==> config.mk <==
export PLATFORM = sky130hd
export DESIGN_NAME = oaht_queue
export DESIGN_NICKNAME = d
export VERILOG_FILES = /design/src/hdl/oaht_pkg.sv /design/src/hdl/oaht_queue.sv
export SDC_FILE = /design/constraint.sdc
export NUM_CORES = 1
export LEC_CHECK = 0
export ABC_CLOCK_PERIOD_IN_PS = 3200
export BUFFER_PORTS_ARGS = -buffer_cell sky130_fd_sc_hd__buf_4
export CAP_MARGIN = 15
export CORE_ASPECT_RATIO = 0.6
export CORE_MARGIN = 2
export CORE_UTILIZATION = 47
export CTS_BUF_LIST = sky130_fd_sc_hd__clkbuf_16
export DETAILED_ROUTE_END_ITERATION = 12
export GPL_ROUTABILITY_DRIVEN = 0
export PLACE_DENSITY_LB_ADDON = 0.05
export SYNTH_ARGS = -nofsm -noshare
export SYNTH_HDL_FRONTEND = slang
export SYNTH_SLANG_ARGS = --single-unit
==> constraint.sdc <==
create_clock -name clk -period 3.2 [get_ports clk]
set_input_delay 0.64 -clock clk [delete_from_list [all_inputs] [get_ports clk]]
set_output_delay 0.64 -clock clk [all_outputs]
set_load 0.02 [all_outputs]
==> src/hdl/oaht_pkg.sv <==
// ----------------------------------------------------------------------------
// oaht_pkg
// Shared types, constants and helpers of the open-addressing hash table.
// ----------------------------------------------------------------------------
package oaht_pkg;

	localparam int TABLE_DEPTH = 1024;
	localparam int KEY_BITS    = 31;
	localparam int ADDR_W      = $clog2(TABLE_DEPTH);
	localparam int SIZE_W      = ADDR_W + 1;
	localparam int MOD_W       = SIZE_W + 4;
	localparam int NIB_CNT     = (KEY_BITS + 3) / 4;
	localparam int NIB_W       = NIB_CNT * 4;
	localparam int NIB_CNT_W   = $clog2(NIB_CNT + 1);
	localparam int PROD_W      = KEY_BITS + 32;
	localparam int RECIP_SHIFT = 35;
	localparam int QUOT_W      = PROD_W - RECIP_SHIFT;
	localparam int ENTRY_W     = KEY_BITS + 2;
	localparam int CFG_W       = SIZE_W;
	localparam int CFG_IDX_W   = 2;

	localparam logic [31:0] RECIP_TEN  = 32'hCCCC_CCCD;
	localparam logic [3:0]  DIGIT_BASE = 4'd10;

	localparam logic [CFG_IDX_W-1:0] REG_TABLE_SIZE = 2'd0;
	localparam logic [CFG_IDX_W-1:0] REG_PROBE_MODE = 2'd1;

	localparam logic [1:0] MODE_LINEAR = 2'd0;
	localparam logic [1:0] MODE_QUAD   = 2'd1;

	localparam logic [1:0] MARK_EMPTY    = 2'd0;
	localparam logic [1:0] MARK_OCCUPIED = 2'd1;
	localparam logic [1:0] MARK_DELETED  = 2'd2;

	localparam logic [1:0] OP_INSERT = 2'd0;
	localparam logic [1:0] OP_REMOVE = 2'd1;
	localparam logic [1:0] OP_SEARCH = 2'd2;
	localparam logic [1:0] OP_NONE   = 2'd3;

	typedef struct packed {
		logic [1:0]          op;
		logic [KEY_BITS-1:0] key;
		logic [ADDR_W-1:0]   home;
		logic [ADDR_W-1:0]   rev;
	} work_t;

	typedef struct packed {
		logic [SIZE_W-1:0] n;
		logic [1:0]        mode;
	} cfg_t;

	// v < 16*n, returns v mod n
	function automatic logic [ADDR_W-1:0] mod_small(input logic [MOD_W-1:0] v,
			input logic [SIZE_W-1:0] n);
		logic [MOD_W-1:0] r;
		r = v;
		for (int s = 3; s >= 0; s--) begin
			if (r >= (MOD_W'(n) << s))
				r = r - (MOD_W'(n) << s);
		end
		return r[ADDR_W-1:0];
	endfunction

endpackage

==> src/hdl/oaht_queue.sv <==
// ----------------------------------------------------------------------------
// oaht_queue
// Two-entry queue between the front and the back end.
// ----------------------------------------------------------------------------
module oaht_queue (
	input  logic            clk,
	input  logic            arst_n,
	input  logic            in_valid,
	output logic            in_stall,
	input  oaht_pkg::work_t in_data,
	output logic            out_valid,
	input  logic            out_stall,
	output oaht_pkg::work_t out_data
);

	oaht_pkg::work_t mem_q [2];
	logic            wp_q;
	logic            rp_q;
	logic [1:0]      cnt_q;
	logic            push;
	logic            pop;

	assign in_stall  = (cnt_q == 2'd2);
	assign out_valid = (cnt_q != 2'd0);
	assign out_data  = mem_q[rp_q];
	assign push      = in_valid && !in_stall;
	assign pop       = out_valid && !out_stall;

	always_ff @(posedge clk) begin
		if (push)
			mem_q[wp_q] <= in_data;
	end

	always_ff @(posedge clk or negedge arst_n) begin
		if (!arst_n) begin
			wp_q  <= 1'b0;
			rp_q  <= 1'b0;
			cnt_q <= 2'd0;
		end else begin
			if (push)
				wp_q <= !wp_q;
			if (pop)
				rp_q <= !rp_q;
			cnt_q <= cnt_q + 2'(push) - 2'(pop);
		end
	end

endmodule

==> key figures <==
CTS
  – Clock Tree Root: clkbuf_16
  – Number of buffers created by CTS: 9
  – CTS Hold Bufs: 0
  – CTS H-tree lvls: 3
  – Clk sink count: between 100 and 150
  – Setup bufs post-CTS: 0
  – Post-CTS Resized: 0
  – Clk Latency, worst-skew pair: between 0.3 and 0.4 ns
  – Clock buffer depth: 2
  – Reg clk slew, reported paths: ~0.06 ns
  – CTS tree: yes

Power and ir drop
  – Power density cells: 938 nW/um^2
  – Reg power frac: 41.8%
  – Comb pwr share: between 30% and 40%
  – Maximum VDD drop: 0.526 mV
  – Int Power: around 3.6 mW
  – Switch share: 30.7%
  – Lkg Pwr: ~2.2 nW
  – Switching pwr: between 1.5 and 2 mW
  – Pwr Total: about 5.2 mW
  – Clock power share: about a fifth

Logic synthesis
  – Synth Cell Area: ~4300 um^2
  – Post-synth top area share: about three quarters
  – Sequential element share of the synthesized area: between 70% and 80%
  – EDFF count, synth: 106
  – Gate Count Post-Synth: 183
  – Synthesized area per cell: around 23 um^2
  – Top post-synthesis cells by count: 106 x edfxtp_1, 49 x mux2_4, 5 x buf_12
  – Synth warn: 0
  – Leading area contributor after synthesis: edfxtp_1
  – Synth top area cells: edfxtp_1 74%, mux2_4 17%, buf_12 2.3%
  – Most numerous cell in the Yosys netlist: edfxtp_1
  – Net Count, Synth: between 200 and 250
  – Netlist cell types: 16
  – Ys async rst share: under 10%
  – #FFs+latches synth: 110
  – Synth Flop Type: edfxtp_1

Floorplanning
  – Die extent in x: around 130 um
  – FP Rows: 26
  – Core area: ~8700 um^2
  – Initial Utilization: between 40 and 50%
  – Die height: 77.9 um
  – Io pins: ~110
  – Die ar.: roughly 9900 um^2

Place
  – Inst Count DP: about 410
  – DP Wirelength: approximately 4.6 mm
  – Placed instance area: 5210 um^2
  – Buffers on Ports: between 100 and 150

Run status
  – Status: completed

Critical path
  – Crit start category: flop
  – CP Data Required Time: 2.56 ns
  – Max Fanout on Critical Path: 32
  – CP Class: reg2out
  – Critical Path End Type: output port
  – Crit path DAT: 2.00 ns

Layout
  – Share of layout cells above drive strength 1: approximately 60%
  – Final Non-Filler Cells: 421
  – Area grow syn2layout: 28.4%
  – Nets: about 360
  – N_diodes: 0
  – Non-Filler Cell Area, Final: approximately 5500 um^2
  – Final core utilization: about 63%

STA
  – Fin crit share: 82.4%
  – Rel. slew slack: between 50% and 60%
  – Worst-margin pin slew: 0.625 ns
  – RSZ-0062 raised after global routing: no
  – Max Fclk: 0.379 GHz
  – Final hold violation count: 0
  – Clock Skew: roughly 0.0052 ns
  – TNS Setup: 0 ns
  – Slew Viols, Final: 0
  – Crit path time final: ~2.6 ns
  – # setup viols final: 0

Detailed routing
  – Detail Route Antenna Nets: 0
  – 1st-pass router iterations: 4
  – Post-DR vias/cell: about 4.8
  – Via count: roughly 2000
  – Iter 0 DRT Violations: 66
  – Residual DRC: 0
  – Drt total wl: 6.76 mm
  – Routed len/inst: 16.1 um

Global route
  – Gr usage total: between 10% and 20%
  – Initial antenna violation count: 0
  – Total gr overflow: 0
  – Vias in the first global route: 2026
  – First-pass GRT wire length: 10.4 mm
  – Largest net degree at the start of global routing: 33

Worst hold path
  – Hold Crit Class: in2async

Run
  – Max cap viols: 0
## per-stage QoR
stage / setup slack (ns) / hold WS [ns]
detailed placement: 0.886 / 0.440
global route: 0.453 / 0.0697
CTS: 0.516 / 0.0759
floorplan: 0.664 / 0.344
finish: 0.564 / 0.0910
global placement: 0.883 / 0.441
## final timing paths
| kind | start | to | slack (ns) | depth (start not counted) |
|---|---|---|---|---|
| setup / recovery | rp_q | out_data[19] | 0.56 | 3 |
| hold / removal | arst_n | wp_q | 0.09 | 1 |
| setup reg to reg | cnt_q[1] | mem_q[1][40] | 1.46 | 3 |
| hold reg to reg | cnt_q[0] | cnt_q[0] | 0.53 | 1 |
| max in group asynchronous | arst_n | rp_q | 3.00 | 1 |
| min in group clk | in_data[37] | mem_q[0][37] | 0.48 | 1 |
## power by group through the flow
stage                     clock [mW]  sequential (mW)  combinational (mW)
final                           1.06             2.16                1.94
after global routing            1.15             2.20                2.06
after CTS                       1.09             2.17                1.97
after detailed placement           0             2.20                1.97
after global placement             0             2.19                1.96
after floorplan                    0             2.08                1.49
## sequential cells by signal, summed over array words and instances, names as in the netlist
name and count:
cnt_q 2, mem_q 106, rp_q 1, wp_q 1
## critical path, cell delays in order, from the launching register on
cell	delay (ns)
dfrtp_4	0.80
buf_4	0.35
mux2_4	0.33
buf_4	0.16
## cell families after synthesis
logic type	Yosys count	share of synthesized area, %
xor+xnor	4	0.818
fa+ha+maj	2	0.584
buf+inv	8	2.78
flops	110	76.7
mux	53	18.2
simple gates	6	0.935
## per-layer routing
| layer | track usage [%] | routed length (um) |
|---|---|---|
| met1 | 18.2 | 2960 |
| met2 | 22.2 | 3270 |
| met3 | 5.79 | 457 |
| met4 | 5.60 | 80 |
| met5 | 0 | 0 |
## cell type report
class,instances,area (um^2)
clock buffer,9,225
multi-input combinational,65,890
timing repair buffer,116,883
tap,112,140
fill,625,3190
inverter,2,7.51
sequential,110,3290
clock inverter,7,67.6
## layout by cell type (no fill, tap or decap), types with 2 or more instances in the layout
| cell type | Yosys | routed |
|---|---|---|
| edfxtp_1 | 106 | 106 |
| buf_4 | 0 | 115 |
| mux2_2 | 4 | 4 |
| dfrtp_1 | 4 | 3 |
| mux2_4 | 49 | 49 |
| ha_1 | 2 | 2 |
| clkbuf_16 | 0 | 9 |
| xnor2_1 | 3 | 3 |
| inv_1 | 2 | 4 |
| clkinv_4 | 0 | 2 |
Note: power is estimated with default switching activity, not from simulation.
