File: config.mk
export PLATFORM = sky130hd
export DESIGN_NAME = oaht_front
export DESIGN_NICKNAME = d
export VERILOG_FILES = /design/src/hdl/oaht_pkg.sv /design/src/hdl/oaht_front.sv
export SDC_FILE = /design/constraint.sdc
export NUM_CORES = 1
export LEC_CHECK = 0
export ABC_AREA = 1
export ABC_CLOCK_PERIOD_IN_PS = 11400
export BUFFER_PORTS_ARGS = -buffer_cell sky130_fd_sc_hd__buf_4
export CAP_MARGIN = 20
export CORE_MARGIN = 5
export CORE_UTILIZATION = 45
export CTS_CLUSTER_SIZE = 30
export DETAILED_ROUTE_END_ITERATION = 10
export PLACE_DENSITY = 0.7
export SYNTH_ARGS = -nofsm -noshare
export SYNTH_HDL_FRONTEND = slang
export SYNTH_SLANG_ARGS = --single-unit
File: constraint.sdc
create_clock -name clk -period 11.4 [get_ports clk]
set_input_delay 0 -clock clk [delete_from_list [all_inputs] [get_ports clk]]
set_output_delay 0 -clock clk [all_outputs]
set_load 0.01 [all_outputs]
File: src/hdl/oaht_pkg.sv
// ----------------------------------------------------------------------------
// oaht_pkg
// Shared types, constants and helpers of the open-addressing hash table.
// ----------------------------------------------------------------------------
package oaht_pkg;

	localparam int TABLE_DEPTH = 1024;
	localparam int KEY_BITS    = 31;
	localparam int ADDR_W      = $clog2(TABLE_DEPTH);
	localparam int SIZE_W      = ADDR_W + 1;
	localparam int MOD_W       = SIZE_W + 4;
	localparam int NIB_CNT     = (KEY_BITS + 3) / 4;
	localparam int NIB_W       = NIB_CNT * 4;
	localparam int NIB_CNT_W   = $clog2(NIB_CNT + 1);
	localparam int PROD_W      = KEY_BITS + 32;
	localparam int RECIP_SHIFT = 35;
	localparam int QUOT_W      = PROD_W - RECIP_SHIFT;
	localparam int ENTRY_W     = KEY_BITS + 2;
	localparam int CFG_W       = SIZE_W;
	localparam int CFG_IDX_W   = 2;

	localparam logic [31:0] RECIP_TEN  = 32'hCCCC_CCCD;
	localparam logic [3:0]  DIGIT_BASE = 4'd10;

	localparam logic [CFG_IDX_W-1:0] REG_TABLE_SIZE = 2'd0;
	localparam logic [CFG_IDX_W-1:0] REG_PROBE_MODE = 2'd1;

	localparam logic [1:0] MODE_LINEAR = 2'd0;
	localparam logic [1:0] MODE_QUAD   = 2'd1;

	localparam logic [1:0] MARK_EMPTY    = 2'd0;
	localparam logic [1:0] MARK_OCCUPIED = 2'd1;
	localparam logic [1:0] MARK_DELETED  = 2'd2;

	localparam logic [1:0] OP_INSERT = 2'd0;
	localparam logic [1:0] OP_REMOVE = 2'd1;
	localparam logic [1:0] OP_SEARCH = 2'd2;
	localparam logic [1:0] OP_NONE   = 2'd3;

	typedef struct packed {
		logic [1:0]          op;
		logic [KEY_BITS-1:0] key;
		logic [ADDR_W-1:0]   home;
		logic [ADDR_W-1:0]   rev;
	} work_t;

	typedef struct packed {
		logic [SIZE_W-1:0] n;
		logic [1:0]        mode;
	} cfg_t;

	// v < 16*n, returns v mod n
	function automatic logic [ADDR_W-1:0] mod_small(input logic [MOD_W-1:0] v,
			input logic [SIZE_W-1:0] n);
		logic [MOD_W-1:0] r;
		r = v;
		for (int s = 3; s >= 0; s--) begin
			if (r >= (MOD_W'(n) << s))
				r = r - (MOD_W'(n) << s);
		end
		return r[ADDR_W-1:0];
	endfunction

endpackage

File: src/hdl/oaht_front.sv
// ----------------------------------------------------------------------------
// oaht_front
// Accepts a word, computes home slot and digit reversal mod table size.
// ----------------------------------------------------------------------------
module oaht_front (
	input  logic                          clk,
	input  logic                          arst_n,
	input  logic                          in_valid,
	output logic                          in_stall,
	input  logic [1:0]                    opcode,
	input  logic [oaht_pkg::KEY_BITS-1:0] key,
	input  logic                          hold,
	input  logic [oaht_pkg::SIZE_W-1:0]   n,
	output logic                          work_valid,
	input  logic                          work_stall,
	output oaht_pkg::work_t               work
);

	typedef enum logic [2:0] {
		F_IDLE = 3'b001,
		F_CALC = 3'b010,
		F_PUSH = 3'b100
	} fstate_t;

	fstate_t                          st_q;
	logic [1:0]                       op_q;
	logic [oaht_pkg::KEY_BITS-1:0]    key_q;
	logic [oaht_pkg::KEY_BITS-1:0]    k_q;
	logic [oaht_pkg::NIB_W-1:0]       kh_q;
	logic [oaht_pkg::NIB_CNT_W-1:0]   nib_q;
	logic [oaht_pkg::ADDR_W-1:0]      home_q;
	logic [oaht_pkg::ADDR_W-1:0]      rev_q;
	logic [oaht_pkg::QUOT_W-1:0]      quot_q;
	logic                             ph_q;
	logic [oaht_pkg::PROD_W-1:0]      prod;
	logic [3:0]                       digit;
	logic                             accept;

	assign in_stall   = (st_q != F_IDLE) || hold;
	assign accept     = in_valid && !in_stall;
	assign work_valid = (st_q == F_PUSH);
	assign work       = '{op: op_q, key: key_q, home: home_q, rev: rev_q};

	assign prod  = oaht_pkg::PROD_W'(k_q) * oaht_pkg::PROD_W'(oaht_pkg::RECIP_TEN);
	assign digit = 4'(k_q[3:0] - 4'(quot_q[3:0] * oaht_pkg::DIGIT_BASE));

	always_ff @(posedge clk) begin
		if (st_q == F_IDLE && accept) begin
			op_q  <= opcode;
			key_q <= key;
			k_q   <= key;
			kh_q  <= oaht_pkg::NIB_W'(key);
		end else if (st_q == F_CALC) begin
			if (nib_q != '0)
				kh_q <= kh_q << 4;
			if (k_q != '0) begin
				if (!ph_q)
					quot_q <= prod[oaht_pkg::RECIP_SHIFT +: oaht_pkg::QUOT_W];
				else
					k_q <= oaht_pkg::KEY_BITS'(quot_q);
			end
		end
	end

	always_ff @(posedge clk or negedge arst_n) begin
		if (!arst_n) begin
			st_q   <= F_IDLE;
			nib_q  <= '0;
			ph_q   <= 1'b0;
			home_q <= '0;
			rev_q  <= '0;
		end else begin
			unique case (st_q)
				F_IDLE: begin
					if (accept) begin
						nib_q  <= oaht_pkg::NIB_CNT_W'(oaht_pkg::NIB_CNT);
						ph_q   <= 1'b0;
						home_q <= '0;
						rev_q  <= '0;
						st_q   <= F_CALC;
					end
				end
				F_CALC: begin
					if (nib_q != '0) begin
						home_q <= oaht_pkg::mod_small(
							{home_q, 4'b0000} | oaht_pkg::MOD_W'(kh_q[oaht_pkg::NIB_W-1 -: 4]),
							n);
						nib_q <= nib_q - 1'b1;
					end
					if (k_q != '0) begin
						ph_q <= !ph_q;
						if (ph_q)
							rev_q <= oaht_pkg::mod_small(
								oaht_pkg::MOD_W'(rev_q) * oaht_pkg::MOD_W'(oaht_pkg::DIGIT_BASE)
								+ oaht_pkg::MOD_W'(digit), n);
					end
					if (nib_q == '0 && k_q == '0)
						st_q <= F_PUSH;
				end
				F_PUSH: begin
					if (!work_stall)
						st_q <= F_IDLE;
				end
				default: st_q <= F_IDLE;
			endcase
		end
	end

endmodule

==> key figures <==
CTS
  • H-Tree Depth: 4
  • Buffer levels on the longest clock path: 2
  • Clk sinks: 152
  • Number of buffers created by CTS: 17
  • Clock tree from TritonCTS: done
  • Clk root buf: sky130_fd_sc_hd__clkbuf_16
  • Register clock-pin slew on the reported worst setup and hold paths: 70 ps
  • Clock insertion delay at the later pin of the skew report: 460 ps

Final layout
  • Fill count: 5058
  • Layout overhead on the synthesized area: 10.6%
  • Antenna Cells: 0
  • Ratio of cells with drive above 1 in the final layout: 7.65%
  • Nets: 3749

Synthesis
  • Syn avg cell area: 8.44 µm²
  • Distinct cell type count of the synthesized netlist: 66
  • Netlist Area Pre-Place: 24300 µm²
  • Largest family of logic cells by synthesized area: adder cells
  • Xor and xnor fraction of the mapped netlist area: 3.85%
  • Mux contribution to synthesized area: 0.0463%
  • Yosys warns: 0
  • Proportion of synthesized chip area in sequential cells: 18.2%
  • Flops & latches, synth: 152
  • Gate Count Post-Synth: 2880
  • Most frequently used flop master after synthesis: sky130_fd_sc_hd__edfxtp_1
  • Synthesized-area fraction occupied by ao, oa, aoi and oai cells: 9.47%
  • EDFF count, synth: 123
  • Synthesized netlist net count: 3597
  • Async set or reset register ratio after synthesis: 18.4%
  • Synthesized-area fraction occupied by and/or/nand/nor cells: 15.8%
  • Fraction of the mapped netlist area in adder cells: 42.2%

Worst setup path
  • Endpoint class of the critical path: flop
  • Origin of the critical flop-to-flop path: k_q[1]$_DFFE_PP_
  • WP buf/inv: 6
  • Required time of the worst setup path: 11730 ps
  • Data arrival, critical path: 10780 ps
  • Worst reg-to-reg setup slack: 960 ps
  • Max stage delay cell, worst path: sky130_fd_sc_hd__edfxtp_1
  • Startpoint class of the critical path: flop
  • Cell depth of the worst flop-to-flop path: 63
  • Crit path max-delay family: compound AO/OA/AOI/OAI gates
  • Crit Reg-Reg Endpoint: rev_q[1]$_DFFE_PN0P_
  • Startpoint-to-endpoint class of the critical path: reg -> reg
  • Max stage delay on crit path: 440 ps
  • Maximum fanout encountered on the critical timing path: 15
  • Most common cell on crit path: sky130_fd_sc_hd__nand2_1

Timing
  • Max Transition Viols Final: 0
  • Accumulated negative setup slack: 0 ps
  • Share of the cycle needed by the critical path after routing: 91.6%
  • Achievable clock frequency: 95.8 MHz
  • Slew Limit Headroom: 28.3%
  • Total setup violations reported at the end of the flow: 0
  • Time the final worst path needs with I/O delays and setup: 10440 ps
  • Final hold violation count: 0
  • Worst Clk Skew: 18.6 ps
  • Unrepaired setup endpoints after global routing: no
  • Slew at the pin closest to its max-slew limit: 1060 ps

Routing
  • Detailed-route vias per instance: 5.22
  • Number of nets still failing antenna checks after routing: 0
  • Residual DRC: 0
  • DR WL/cell: 18.1 µm
  • Vias: 19535
  • First-pass detailed-route iteration total: 5
  • Iter 0 DRT Violations: 1337
  • Final wirelength: 67700 µm

Floorplanning
  • Core Area: 53700 µm²
  • Number of top-level pins: 104
  • Total Die Area: 58800 µm²
  • Initial standard-cell utilization of the core: 45.3%
  • Die X-Extent: 242 µm
  • Std cell rows: 85
  • Die Y-Extent: 242 µm

Placed design
  • Last weighted congestion value of the routability-driven placer: 1.00
  • HPWL after detailed placement: 57800 µm
  • Count of port buffers added during placement: 103

Global routing
  • Vias in the first global route: 19643
  • Maximum number of pins on one net before global-route repair: 72
  • Tot GR Track Use: 22.8%
  • Antenna violations before repair: 0
  • Congestion Overflow GR: 0
  • First-pass GRT wire length: 106000 µm

Job
  • Number of max-cap violations: 0

Status
  • Run status: complete, no violations

Worst hold path
  • Path category of the worst min-delay check: in -> async
-- synth_stat cells (2+ instances only) --
cell type | n | area share [%]
sky130_fd_sc_hd__inv_1 | 626 | 9.7
sky130_fd_sc_hd__nand2_1 | 539 | 8.3
sky130_fd_sc_hd__ha_1 | 414 | 21
sky130_fd_sc_hd__fa_1 | 254 | 21
sky130_fd_sc_hd__a21oi_1 | 182 | 3.7
sky130_fd_sc_hd__nor2_1 | 147 | 2.3
sky130_fd_sc_hd__edfxtp_1 | 123 | 15
sky130_fd_sc_hd__o21ai_0 | 103 | 2.1
sky130_fd_sc_hd__nand3_1 | 94 | 1.9
sky130_fd_sc_hd__xor2_1 | 72 | 2.6
sky130_fd_sc_hd__xnor2_1 | 35 | 1.3
sky130_fd_sc_hd__dfrtp_1 | 27 | 2.8
sky130_fd_sc_hd__nand4_1 | 22 | 0.57
sky130_fd_sc_hd__o21a_1 | 22 | 0.68
sky130_fd_sc_hd__a31oi_1 | 21 | 0.54
sky130_fd_sc_hd__nor3_1 | 20 | 0.41
sky130_fd_sc_hd__o21bai_1 | 12 | 0.37
sky130_fd_sc_hd__clkbuf_1 | 11 | 0.17
sky130_fd_sc_hd__o21ai_1 | 11 | 0.23
sky130_fd_sc_hd__nand2_2 | 10 | 0.26
sky130_fd_sc_hd__nand3_2 | 10 | 0.41
sky130_fd_sc_hd__o21ai_2 | 10 | 0.36
sky130_fd_sc_hd__inv_2 | 8 | 0.12
sky130_fd_sc_hd__or2_2 | 8 | 0.21
sky130_fd_sc_hd__buf_2 | 7 | 0.14
sky130_fd_sc_hd__nand3b_1 | 7 | 0.22
sky130_fd_sc_hd__o211ai_1 | 7 | 0.22
sky130_fd_sc_hd__a21o_1 | 6 | 0.19
sky130_fd_sc_hd__buf_6 | 6 | 0.28
sky130_fd_sc_hd__nor2_2 | 6 | 0.15
sky130_fd_sc_hd__nor2_4 | 5 | 0.23
sky130_fd_sc_hd__nor4_1 | 5 | 0.13
sky130_fd_sc_hd__a21boi_0 | 3 | 0.093
sky130_fd_sc_hd__and3_1 | 3 | 0.077
sky130_fd_sc_hd__o2111ai_1 | 3 | 0.11
sky130_fd_sc_hd__o31ai_1 | 3 | 0.093
sky130_fd_sc_hd__a211oi_1 | 2 | 0.062
sky130_fd_sc_hd__buf_4 | 2 | 0.062
sky130_fd_sc_hd__nand2_4 | 2 | 0.093
sky130_fd_sc_hd__nand3_4 | 2 | 0.14
sky130_fd_sc_hd__nor3_2 | 2 | 0.082
sky130_fd_sc_hd__o21bai_2 | 2 | 0.093
sky130_fd_sc_hd__o221ai_1 | 2 | 0.072
sky130_fd_sc_hd__o41ai_1 | 2 | 0.072
-- worst max-delay path by stage --
stage               slack, ps             start  cells past startpoint                   end
floorplan                2070  k_q[1]$_DFFE_PP_                     64  rev_q[1]$_DFFE_PN0P_
global placement          930  k_q[1]$_DFFE_PP_                     66  rev_q[8]$_DFFE_PN0P_
detailed placement        740  k_q[1]$_DFFE_PP_                     66  rev_q[5]$_DFFE_PN0P_
CTS                       740  k_q[1]$_DFFE_PP_                     66  rev_q[3]$_DFFE_PN0P_
global route               30  k_q[1]$_DFFE_PP_                     65  rev_q[1]$_DFFE_PN0P_
finish                    960  k_q[1]$_DFFE_PP_                     63  rev_q[1]$_DFFE_PN0P_
-- placed cells by master, fill, tap and decap left out, types with 5 or more instances in the layout --
| master | count |
|---|---|
| sky130_fd_sc_hd__inv_2 | 9 |
| sky130_fd_sc_hd__o21ai_1 | 12 |
| sky130_fd_sc_hd__a21oi_1 | 181 |
| sky130_fd_sc_hd__buf_4 | 125 |
| sky130_fd_sc_hd__edfxtp_1 | 123 |
| sky130_fd_sc_hd__xnor2_1 | 35 |
| sky130_fd_sc_hd__nand4_1 | 22 |
| sky130_fd_sc_hd__inv_6 | 6 |
| sky130_fd_sc_hd__clkbuf_16 | 17 |
| sky130_fd_sc_hd__o211ai_1 | 7 |
| sky130_fd_sc_hd__nor3_1 | 19 |
| sky130_fd_sc_hd__nand3_1 | 93 |
| sky130_fd_sc_hd__nor4_1 | 5 |
| sky130_fd_sc_hd__ha_1 | 414 |
| sky130_fd_sc_hd__o21a_1 | 22 |
| sky130_fd_sc_hd__nand3_2 | 11 |
| sky130_fd_sc_hd__inv_1 | 625 |
| sky130_fd_sc_hd__a31oi_1 | 21 |
| sky130_fd_sc_hd__nand2_1 | 538 |
| sky130_fd_sc_hd__dlygate4sd3_1 | 35 |
| sky130_fd_sc_hd__dfrtp_1 | 27 |
| sky130_fd_sc_hd__nor2_2 | 5 |
| sky130_fd_sc_hd__o21ai_0 | 102 |
| sky130_fd_sc_hd__nor2_1 | 147 |
| sky130_fd_sc_hd__xor2_1 | 72 |
| sky130_fd_sc_hd__fa_1 | 254 |
| sky130_fd_sc_hd__nor2_4 | 6 |
| sky130_fd_sc_hd__nand2_2 | 11 |
| sky130_fd_sc_hd__o21ai_2 | 10 |
| sky130_fd_sc_hd__nand3b_1 | 7 |
| sky130_fd_sc_hd__o21bai_1 | 12 |
| sky130_fd_sc_hd__a21o_1 | 6 |
| sky130_fd_sc_hd__or2_2 | 8 |
-- flip-flops by register name, indices dropped and copies added (netlist names) --
register and flops:
st_q 3, kh_q 32, key_q 31, quot_q 28, op_q 2, nib_q 4
home_q 10, rev_q 10, ph_q 1, k_q 31
-- worst register-to-register path, delay by kind of cell, from the launching register on --
family,cells,cell delay (ps)
simple gates,28,3090
fa+ha+maj,7,2300
buf+inv,6,520
flops,1,440
xor+xnor,2,290
compound gates,20,3700
-- layout make-up --
cell class,instances,area (µm²),share of cell area (%)
multi-input combinational,2065,17400,64.6
sequential,152,4420,16.4
inverter,636,2390,8.89
timing repair buffer,160,1290,4.79
tap,696,871,3.24
clock buffer,18,429,1.60
clock inverter,13,133,0.493
-- timing repair --
item                       CTS  global route
setup endpoints to repair    0            10
buffers inserted             0             6
resized for setup            0             3
hold buffers                35             0
hold endpoints to repair   123             0
-- metrics by stage --
step | std cells | setup slack (ps) | hold WS (ps) | cell area [µm²] | util, %
floorplan | 2880 | 2070 | -296 | 24300 | -
global placement | 3668 | 934 | -31.6 | 25900 | 48.3
detailed placement | 3668 | 741 | -28.7 | 25900 | 48.3
CTS | 3734 | 743 | 70.9 | 26800 | 50.0
global route | 3740 | 25.2 | 120 | 26900 | 50.1
finish | 3740 | 957 | 70.7 | 26900 | 50.1
-- cell families after synthesis --
group | count (synthesis)
buf+inv | 663
flops | 152
compound gates | 401
mux | 1
simple gates | 888
fa+ha+maj | 668
xor+xnor | 107
-- layer usage --
layer	wire length (µm)	share of wire (%)	track usage, %	vias up
li1	-	-	-	9580
met1	29700	44	30.5	9324
met2	32300	48	38.4	510
met3	3440	5.1	3.31	121
met4	2280	3.4	7.23	0
met5	0	0	0	-
Power is not shown: default switching activity piles up to over one toggle a cycle in this logic, so the estimate is an artifact.
